===== config.mk =====
export PLATFORM = sky130hd
export DESIGN_NAME = sprite_priority_collision_mixer_core_flat
export DESIGN_NICKNAME = d
export VERILOG_FILES = /design/src/hw/rtl/spcm_pkg.sv /design/src/hw/rtl/spcm_if.sv /design/src/hw/rtl/spcm_lane.sv /design/src/hw/rtl/spcm_merge.sv /design/src/hw/rtl/sprite_priority_collision_mixer_core.sv /design/src/flat_wrapper.sv
export SDC_FILE = /design/constraint.sdc
export NUM_CORES = 1
export LEC_CHECK = 0
export BUFFER_PORTS_ARGS = -buffer_cell sky130_fd_sc_hd__buf_2
export CAP_MARGIN = 20
export CORE_MARGIN = 2
export CORE_UTILIZATION = 57
export DETAILED_ROUTE_END_ITERATION = 12
export PLACE_DENSITY_LB_ADDON = 0.05
export SETUP_SLACK_MARGIN = 0.02
export SLEW_MARGIN = 25
export SYNTH_ARGS = -nofsm -noshare
export SYNTH_HDL_FRONTEND = slang
export SYNTH_SLANG_ARGS = --single-unit

===== constraint.sdc =====
create_clock -name clk -period 3.9 [get_ports clk]
set_input_delay 0.39 -clock clk [delete_from_list [all_inputs] [get_ports clk]]
set_output_delay 0.39 -clock clk [all_outputs]
set_load 0.005 [all_outputs]

===== src/hw/rtl/spcm_pkg.sv =====
// Shared constants and types for the sprite priority and collision mixer.
package spcm_pkg;

    localparam int NUM_SPRITES = 8;
    localparam int PIX_W       = 5;
    localparam int MASK_W      = NUM_SPRITES;
    localparam int MODE_W      = 2;
    localparam int CFG_IDX_W   = 1;
    localparam int CFG_DATA_W  = 8;

    typedef logic [PIX_W-1:0]  pixel_t;
    typedef logic [MASK_W-1:0] mask_t;

    typedef enum logic [MODE_W-1:0] {
        MODE_PIXEL       = 2'd0,
        MODE_READ_SPRITE = 2'd1,
        MODE_READ_BG     = 2'd2
    } mode_t;

    typedef enum logic [CFG_IDX_W-1:0] {
        CFG_PRIORITY = 1'd0,
        CFG_DISPLAY  = 1'd1
    } cfg_index_t;

    typedef struct packed {
        logic   opaque;
        pixel_t color;
    } lane_t;

    typedef struct packed {
        pixel_t color;
        logic   written;
        mask_t  opaque;
        logic   sprite_hit;
        logic   bg_hit;
    } merge_t;

endpackage


===== src/hw/rtl/spcm_if.sv =====
// Valid/ready channel interfaces for pixel columns and mixer results.
interface spcm_in_if;
    logic                 valid;
    logic                 ready;
    logic [1:0]           mode;
    spcm_pkg::pixel_t     sprite_pixel_0;
    spcm_pkg::pixel_t     sprite_pixel_1;
    spcm_pkg::pixel_t     sprite_pixel_2;
    spcm_pkg::pixel_t     sprite_pixel_3;
    spcm_pkg::pixel_t     sprite_pixel_4;
    spcm_pkg::pixel_t     sprite_pixel_5;
    spcm_pkg::pixel_t     sprite_pixel_6;
    spcm_pkg::pixel_t     sprite_pixel_7;
    spcm_pkg::pixel_t     bg_collision_pixel;
    spcm_pkg::pixel_t     bg_render_pixel;

    modport source (
        output valid, mode, sprite_pixel_0, sprite_pixel_1, sprite_pixel_2, sprite_pixel_3,
               sprite_pixel_4, sprite_pixel_5, sprite_pixel_6, sprite_pixel_7,
               bg_collision_pixel, bg_render_pixel,
        input  ready
    );

    modport sink (
        input  valid, mode, sprite_pixel_0, sprite_pixel_1, sprite_pixel_2, sprite_pixel_3,
               sprite_pixel_4, sprite_pixel_5, sprite_pixel_6, sprite_pixel_7,
               bg_collision_pixel, bg_render_pixel,
        output ready
    );
endinterface

interface spcm_out_if;
    logic              valid;
    logic              ready;
    spcm_pkg::pixel_t  pixel_color;
    logic              pixel_written;
    spcm_pkg::mask_t   collision_mask;

    modport source (
        output valid, pixel_color, pixel_written, collision_mask,
        input  ready
    );

    modport sink (
        input  valid, pixel_color, pixel_written, collision_mask,
        output ready
    );
endinterface


===== src/hw/rtl/spcm_lane.sv =====
// One sprite lane: opacity test and the color this sprite shows if it wins.
module spcm_lane (
    input  spcm_pkg::pixel_t sprite_pixel,
    input  logic             bg_priority,
    input  spcm_pkg::pixel_t bg_collision_pixel,
    output spcm_pkg::lane_t  lane
);

    logic bg_opaque;

    assign bg_opaque = (bg_collision_pixel != '0);

    always_comb
    begin
        lane.opaque = (sprite_pixel != '0);
        if (bg_priority && bg_opaque)
        begin
            lane.color = bg_collision_pixel;
        end
        else
        begin
            lane.color = sprite_pixel;
        end
    end

endmodule


===== src/hw/rtl/spcm_merge.sv =====
// Merging stage: picks the lowest opaque lane, else the background render pixel, and flags collisions.
module spcm_merge (
    input  spcm_pkg::lane_t [spcm_pkg::NUM_SPRITES-1:0] lanes,
    input  spcm_pkg::pixel_t                            bg_collision_pixel,
    input  spcm_pkg::pixel_t                            bg_render_pixel,
    input  logic                                        display_enable,
    output spcm_pkg::merge_t                            result
);

    spcm_pkg::mask_t  opaque;
    spcm_pkg::pixel_t win_color;

    always_comb
    begin
        for (int i = 0; i < spcm_pkg::NUM_SPRITES; i++)
        begin
            opaque[i] = lanes[i].opaque;
        end
    end

    always_comb
    begin
        win_color = '0;
        for (int i = spcm_pkg::NUM_SPRITES - 1; i >= 0; i--)
        begin
            if (lanes[i].opaque)
            begin
                win_color = lanes[i].color;
            end
        end
    end

    always_comb
    begin
        result.opaque     = opaque;
        result.sprite_hit = ((opaque & (opaque - spcm_pkg::mask_t'(1))) != '0);
        result.bg_hit     = (opaque != '0) && (bg_collision_pixel != '0);
        result.color      = '0;
        result.written    = 1'b0;
        if (display_enable)
        begin
            if (opaque != '0)
            begin
                result.color   = win_color;
                result.written = 1'b1;
            end
            else if (bg_render_pixel != '0)
            begin
                result.color   = bg_render_pixel;
                result.written = 1'b1;
            end
        end
    end

endmodule


===== src/hw/rtl/sprite_priority_collision_mixer_core.sv =====
// Top level of the sprite priority and collision mixer.
// All lanes and the merge sit before one register; it holds a transfer's result from the cycle
// after the transfer. Throughput: one pixel column per cycle unless the output stalls.
// A new column is taken whenever the output register is empty or is being emptied.
// Reset clears the configuration registers, both collision masks and the output valid.
module sprite_priority_collision_mixer_core (
    input  logic                                 clk,
    input  logic                                 rst_n,
    input  logic                                 cfg_write_en,
    input  logic [spcm_pkg::CFG_IDX_W-1:0]       cfg_index,
    input  logic [spcm_pkg::CFG_DATA_W-1:0]      cfg_data,
    spcm_in_if.sink                              pix_in,
    spcm_out_if.source                           pix_out
);

    spcm_pkg::mask_t  priority_mask_reg;
    logic             display_enable_reg;
    spcm_pkg::mask_t  sprite_hit_reg;
    spcm_pkg::mask_t  sprite_hit_next;
    spcm_pkg::mask_t  bg_hit_reg;
    spcm_pkg::mask_t  bg_hit_next;
    logic             out_valid_reg;
    spcm_pkg::pixel_t color_reg;
    spcm_pkg::pixel_t color_next;
    logic             written_reg;
    logic             written_next;
    spcm_pkg::mask_t  mask_reg;
    spcm_pkg::mask_t  mask_next;

    logic             accept;
    spcm_pkg::pixel_t sprite_pixels [spcm_pkg::NUM_SPRITES];
    spcm_pkg::lane_t  [spcm_pkg::NUM_SPRITES-1:0] lanes;
    spcm_pkg::merge_t merged;

    assign pix_in.ready = !out_valid_reg || pix_out.ready;
    assign accept       = pix_in.valid && pix_in.ready;

    assign sprite_pixels[0] = pix_in.sprite_pixel_0;
    assign sprite_pixels[1] = pix_in.sprite_pixel_1;
    assign sprite_pixels[2] = pix_in.sprite_pixel_2;
    assign sprite_pixels[3] = pix_in.sprite_pixel_3;
    assign sprite_pixels[4] = pix_in.sprite_pixel_4;
    assign sprite_pixels[5] = pix_in.sprite_pixel_5;
    assign sprite_pixels[6] = pix_in.sprite_pixel_6;
    assign sprite_pixels[7] = pix_in.sprite_pixel_7;

    for (genvar g = 0; g < spcm_pkg::NUM_SPRITES; g++)
    begin : g_lane
        spcm_lane u_lane (
            .sprite_pixel       (sprite_pixels[g]),
            .bg_priority        (priority_mask_reg[g]),
            .bg_collision_pixel (pix_in.bg_collision_pixel),
            .lane               (lanes[g])
        );
    end

    spcm_merge u_merge (
        .lanes              (lanes),
        .bg_collision_pixel (pix_in.bg_collision_pixel),
        .bg_render_pixel    (pix_in.bg_render_pixel),
        .display_enable     (display_enable_reg),
        .result             (merged)
    );

    always_comb
    begin
        sprite_hit_next = sprite_hit_reg;
        bg_hit_next     = bg_hit_reg;
        color_next      = '0;
        written_next    = 1'b0;
        mask_next       = '0;
        case (spcm_pkg::mode_t'(pix_in.mode))
            spcm_pkg::MODE_PIXEL:
            begin
                color_next   = merged.color;
                written_next = merged.written;
                if (merged.sprite_hit)
                begin
                    sprite_hit_next = sprite_hit_reg | merged.opaque;
                end
                if (merged.bg_hit)
                begin
                    bg_hit_next = bg_hit_reg | merged.opaque;
                end
            end
            spcm_pkg::MODE_READ_SPRITE:
            begin
                mask_next       = sprite_hit_reg;
                sprite_hit_next = '0;
            end
            spcm_pkg::MODE_READ_BG:
            begin
                mask_next   = bg_hit_reg;
                bg_hit_next = '0;
            end
            default:
            begin
                mask_next = '0;
            end
        endcase
    end

    always_ff @(posedge clk or negedge rst_n)
    begin
        if (!rst_n)
        begin
            priority_mask_reg  <= '0;
            display_enable_reg <= 1'b0;
        end
        else if (cfg_write_en)
        begin
            case (spcm_pkg::cfg_index_t'(cfg_index))
                spcm_pkg::CFG_PRIORITY: priority_mask_reg  <= cfg_data[spcm_pkg::MASK_W-1:0];
                spcm_pkg::CFG_DISPLAY:  display_enable_reg <= cfg_data[0];
                default:                display_enable_reg <= display_enable_reg;
            endcase
        end
    end

    always_ff @(posedge clk or negedge rst_n)
    begin
        if (!rst_n)
        begin
            sprite_hit_reg <= '0;
            bg_hit_reg     <= '0;
            out_valid_reg  <= 1'b0;
        end
        else
        begin
            if (accept)
            begin
                sprite_hit_reg <= sprite_hit_next;
                bg_hit_reg     <= bg_hit_next;
                out_valid_reg  <= 1'b1;
            end
            else if (pix_out.ready)
            begin
                out_valid_reg <= 1'b0;
            end
        end
    end

    always_ff @(posedge clk)
    begin
        if (accept)
        begin
            color_reg   <= color_next;
            written_reg <= written_next;
            mask_reg    <= mask_next;
        end
    end

    assign pix_out.valid          = out_valid_reg;
    assign pix_out.pixel_color    = color_reg;
    assign pix_out.pixel_written  = written_reg;
    assign pix_out.collision_mask = mask_reg;

endmodule


===== src/flat_wrapper.sv =====
// flat-port wrapper written by rule: the top's interface ports become plain ports
module sprite_priority_collision_mixer_core_flat 
  (clk, rst_n, cfg_write_en, cfg_index, cfg_data, pix_in_valid, pix_in_mode, pix_in_sprite_pixel_0, pix_in_sprite_pixel_1, pix_in_sprite_pixel_2, pix_in_sprite_pixel_3, pix_in_sprite_pixel_4, pix_in_sprite_pixel_5, pix_in_sprite_pixel_6, pix_in_sprite_pixel_7, pix_in_bg_collision_pixel, pix_in_bg_render_pixel, pix_in_ready, pix_out_valid, pix_out_pixel_color, pix_out_pixel_written, pix_out_collision_mask, pix_out_ready);
  spcm_in_if pix_in_i ();
  spcm_out_if pix_out_i ();
  input  logic clk;
  input  logic rst_n;
  input  logic cfg_write_en;
  input  logic [spcm_pkg::CFG_IDX_W-1:0] cfg_index;
  input  logic [spcm_pkg::CFG_DATA_W-1:0] cfg_data;
  input wire logic [$bits(pix_in_i.valid)-1:0] pix_in_valid;
  input wire logic [$bits(pix_in_i.mode)-1:0] pix_in_mode;
  input wire logic [$bits(pix_in_i.sprite_pixel_0)-1:0] pix_in_sprite_pixel_0;
  input wire logic [$bits(pix_in_i.sprite_pixel_1)-1:0] pix_in_sprite_pixel_1;
  input wire logic [$bits(pix_in_i.sprite_pixel_2)-1:0] pix_in_sprite_pixel_2;
  input wire logic [$bits(pix_in_i.sprite_pixel_3)-1:0] pix_in_sprite_pixel_3;
  input wire logic [$bits(pix_in_i.sprite_pixel_4)-1:0] pix_in_sprite_pixel_4;
  input wire logic [$bits(pix_in_i.sprite_pixel_5)-1:0] pix_in_sprite_pixel_5;
  input wire logic [$bits(pix_in_i.sprite_pixel_6)-1:0] pix_in_sprite_pixel_6;
  input wire logic [$bits(pix_in_i.sprite_pixel_7)-1:0] pix_in_sprite_pixel_7;
  input wire logic [$bits(pix_in_i.bg_collision_pixel)-1:0] pix_in_bg_collision_pixel;
  input wire logic [$bits(pix_in_i.bg_render_pixel)-1:0] pix_in_bg_render_pixel;
  output wire logic [$bits(pix_in_i.ready)-1:0] pix_in_ready;
  output wire logic [$bits(pix_out_i.valid)-1:0] pix_out_valid;
  output wire logic [$bits(pix_out_i.pixel_color)-1:0] pix_out_pixel_color;
  output wire logic [$bits(pix_out_i.pixel_written)-1:0] pix_out_pixel_written;
  output wire logic [$bits(pix_out_i.collision_mask)-1:0] pix_out_collision_mask;
  input wire logic [$bits(pix_out_i.ready)-1:0] pix_out_ready;
  assign pix_in_i.valid = pix_in_valid;
  assign pix_in_i.mode = pix_in_mode;
  assign pix_in_i.sprite_pixel_0 = pix_in_sprite_pixel_0;
  assign pix_in_i.sprite_pixel_1 = pix_in_sprite_pixel_1;
  assign pix_in_i.sprite_pixel_2 = pix_in_sprite_pixel_2;
  assign pix_in_i.sprite_pixel_3 = pix_in_sprite_pixel_3;
  assign pix_in_i.sprite_pixel_4 = pix_in_sprite_pixel_4;
  assign pix_in_i.sprite_pixel_5 = pix_in_sprite_pixel_5;
  assign pix_in_i.sprite_pixel_6 = pix_in_sprite_pixel_6;
  assign pix_in_i.sprite_pixel_7 = pix_in_sprite_pixel_7;
  assign pix_in_i.bg_collision_pixel = pix_in_bg_collision_pixel;
  assign pix_in_i.bg_render_pixel = pix_in_bg_render_pixel;
  assign pix_in_ready = pix_in_i.ready;
  assign pix_out_valid = pix_out_i.valid;
  assign pix_out_pixel_color = pix_out_i.pixel_color;
  assign pix_out_pixel_written = pix_out_i.pixel_written;
  assign pix_out_collision_mask = pix_out_i.collision_mask;
  assign pix_out_i.ready = pix_out_ready;
  sprite_priority_collision_mixer_core u_core (.clk(clk), .rst_n(rst_n), .cfg_write_en(cfg_write_en), .cfg_index(cfg_index), .cfg_data(cfg_data), .pix_in(pix_in_i), .pix_out(pix_out_i));
endmodule

==> impl_summary.txt <==
----------------------------------------------------
[Floorplanning]
  Die height ... 75.50 um
  Num ports ... 82
  Die area ... 5700 um2
  Std-Cell Rows ... 26
  Placeable Area ... roughly 5000 um2
  Width of the die ... about 76 um
  Effective utilization at floorplan ... between 50% and 60%

[Synthesis]
  Synthesized Nets ... around 390
  Count of state elements after synthesis ... 40
  XOR/XNOR share of the synthesized area ... 0%
  Synth Flop Type ... dfrtp_1
  Number of enable-type register cells in the synthesized netlist ... 14
  Average instance area after synthesis ... ~9 um2
  Synth area leaders ... dfrtp_1 (22%), edfxtp_1 (14%), a221oi_1 (4.5%)
  Main combinational cell family by area after synthesis ... compound AO/OA/AOI/OAI gates
  Fraction of the yosys area taken by sequential cells ... between 30% and 40%
  Mux share of post-synthesis cell area ... under 10%
  Synth warn ... 0
  Post-synthesis instance area ... slightly below 3000 um2
  Async set-reset flop share out of synthesis ... around 65%
  Count of distinct cell types in the synthesized netlist ... 53
  Share of Yosys cell area claimed by the top area cell type ... about 22%
  Leading area contributor after synthesis ... dfrtp_1
  Post-synthesis share of cell area spent on and, or, nand and nor gates ... a little under a quarter
  Syn Inst Count ... roughly 320
  Post-synthesis share of cell area spent on full adders, half adders and majority gates ... about 1.6%
  Compound-cell area share of the yosys netlist ... roughly 28%

[Global routing]
  Remaining Overflow, GRT ... 0
  Total global routing track utilization ... about 30%
  Initial antenna violation count ... 0
  Vias in the first global route ... 2,720
  Wire length of the first global-routing pass ... 12,960 um
  Maximum number of pins on one net before global-route repair ... 27

[Run status]
  Status ... finished, final reports clean

[Detailed routing]
  DR iter-0 viols ... 323
  Vias ... approximately 3,000
  Remaining antenna violation count ... 0
  Detail-routed net length per standard cell ... about 18 um
  Routed WL ... approximately 8300 um
  TritonRoute pass-1 iters ... 5
  Remaining design rule violation count ... 0
  Via density per instance ... ~6.5

[Pwr]
  Internal portion of total power ... 0.8352 mW
  Fraction of power consumed by the clock network ... between 30% and 40%
  LEAKAGE ... between 1 and 1.5 nW
  Total chip power ... about 1.2 mW
  Max VDD drop ... just under 0.2 mV
  Fraction of power spent switching nets ... 30.91%
  Logic gate share of total power ... a little under a quarter
  Fraction of power consumed by sequential logic ... roughly 46%
  Sw Pwr ... about 0.37 mW
  P per Cell Area ... approximately 350 nW/um2

[STA]
  Minimum clock period ... about 2.5 ns
  Max Slew Vio Count ... 0
  Slew at the pin with the worst max-slew slack ... between 1 and 1.5 ns
  TNS Setup ... 0 ns
  Final worst-path setup slack ... 1.380 ns
  Max Clock Skew ... approximately 0.0048 ns
  RSZ-0062 raised after global routing ... false
  Highest Clock Rate ... around 400 MHz
  Setup violations, final ... 0
  Max-slew headroom ... 31.50%
  Final critical-path share of the clock period ... between 60 and 70%
  Count of final hold-check violations ... 0

[Critical path]
  Required arrival time at the worst endpoint ... 4.05 ns
  Critical Path Sink Type ... register
  Worst Reg2Reg Path Length in Cells ... 5
  FF-to-FF Start ... u_core.priority_mask_reg[3]$_DFFE_PN0P_
  Peak per-stage delay on the critical path ... 0.88 ns
  Highest-delay cell along the critical path ... or4_1
  Launch point of the worst path ... pix_in_bg_collision_pixel[1]
  Chain of cells forming the critical path ... buf_2 -> or4_1 -> o21ai_1 -> a221oi_1 -> or3_1 -> nor3_1 -> o2bb2ai_1
  Startpoint type of the worst setup path ... input port
  Maximum fanout along the worst path ... 20
  Critical path class ... in2reg
  CP arrival ... about 2.7 ns

[CTS]
  Clock buffer depth ... 2
  Clock Tree Root ... clkbuf_8
  Clock tree from TritonCTS ... yes
  Count of hold-fix buffers inserted at cts ... 0
  Number of sinks driven by the clock tree ... 40
  Clock buffer count from CTS ... 5
  Post-CTS setup repair buffer count ... 0
  Clock input transition at the sequential cells of the worst setup and hold paths ... approximately 0.090 ns
  Number of gates resized after CTS ... 0
  Latest clock arrival within the worst-skew pair ... ~0.30 ns
  H-tree levels ... 2

[Run]
  Number of maximum-capacitance violations ... 0

[Worst hold path]
  Worst Hold Class ... in2async

[Place]
  DPL Wire Length ... about 6200 um
  Area post-placement ... around 3300 um2
  Placer Congestion ... 0.9345
  Port Buffer Count ... between 80 and 90
  Setup Slack @ Placement ... 1.138 ns

[Final layout]
  Layout overhead on the synthesized area ... 17.00%
  Fraction of final layout cells with drive strength greater than 1 ... between 30% and 40%
  Number of nets in the final layout ... 452
  Most frequent cells in the layout ... buf_2 (81), nand2_1 (32), dfrtp_1 (26)
  Number of diodes added for antenna fixing ... 0
  Fin area ... ~3400 um2
  Most common library cell in the layout ignoring fill and taps ... buf_2

----------------------------------------------------
[metrics by stage]
stage / hold WS (ns) / utilization [%] / std cells
2_1_floorplan: 0.09441 / - / 317
3_3_place_gp: 0.4319 / 65.53 / 446
3_5_place_dp: 0.4439 / 65.53 / 446
4_1_cts: 0.1230 / 67.96 / 454
5_1_grt: 0.1481 / 68.06 / 454
6_report: 0.1068 / 68.06 / 454
[path summary, 6_finish.rpt]
kind,slack (ns),to
min in group clk,0.29,u_core.pix_out.valid$_DFFE_PN0P_
max in group asynchronous,3.36,u_core.display_enable_reg$_DFFE_PN0P_
min,0.11,u_core.bg_hit_reg[6]$_DFFE_PN0P_
min reg2reg,0.51,u_core.bg_hit_reg[5]$_DFFE_PN0P_
max,1.38,u_core.pix_out.pixel_color[2]$_SDFFCE_PN0P_
max reg2reg,1.91,u_core.pix_out.pixel_color[0]$_SDFFCE_PN0P_
[cell type report]
type / count / area (um2)
clock inverters: 2 / 38.79
repair buffers: 83 / 420.4
well taps: 70 / 87.58
multi-input cells: 243 / 1672
fillers: 429 / 1600
flip-flops and latches: 40 / 1071
clock buffers: 6 / 82.58
inverters: 10 / 37.54
[layer usage]
layer | part of all wire (%) | track usage [%] | routed length (um)
met1 | 41 | 39.82 | 3453
met4 | 2.6 | 8.967 | 216
met5 | 0 | 0 | 0
met3 | 8.5 | 5.556 | 708
met2 | 47 | 49.66 | 3956
[worst max-delay path, delay by kind of cell]
kind                   cells  cell delay (ns)
AO/OA/AOI/OAI              3             0.70
AND/OR/NAND/NOR            3             1.40
buffers and inverters      1             0.16
[power groups by stage]
stage | combinational, mW | sequential (mW) | clock, mW
CTS | 0.276 | 0.557 | 0.367
finish | 0.279 | 0.558 | 0.372
global placement | 0.266 | 0.563 | 0
floorplan | 0.197 | 0.536 | 0
detailed placement | 0.273 | 0.565 | 0
global route | 0.314 | 0.566 | 0.385
[logic make-up (layout without fill, tap and decap cells)]
logic type | count (synthesis) | after routing
AND/OR/NAND/NOR | 121 | 121
AO/OA/AOI/OAI | 107 | 107
flip-flops | 40 | 40
buffers and inverters | 34 | 101
multiplexers | 11 | 11
adder cells (fa/ha/maj) | 4 | 4
[Yosys cell counts (4+ instances only)]
cell / count
inv_1: 10
o211ai_1: 4
clkbuf_1: 14
nor4_1: 7
nor2b_1: 9
nor3_1: 17
edfxtp_1: 14
nor2_1: 13
o2111ai_1: 7
nand3_1: 7
or3_1: 11
nand2_1: 32
o2bb2ai_1: 4
a22oi_1: 14
nand2b_1: 7
a31oi_1: 8
a211oi_1: 7
mux2_2: 11
a21o_1: 5
a21oi_1: 18
a221oi_1: 15
o21ai_0: 8
dfrtp_1: 26
Power figures use the tool's default switching activity.
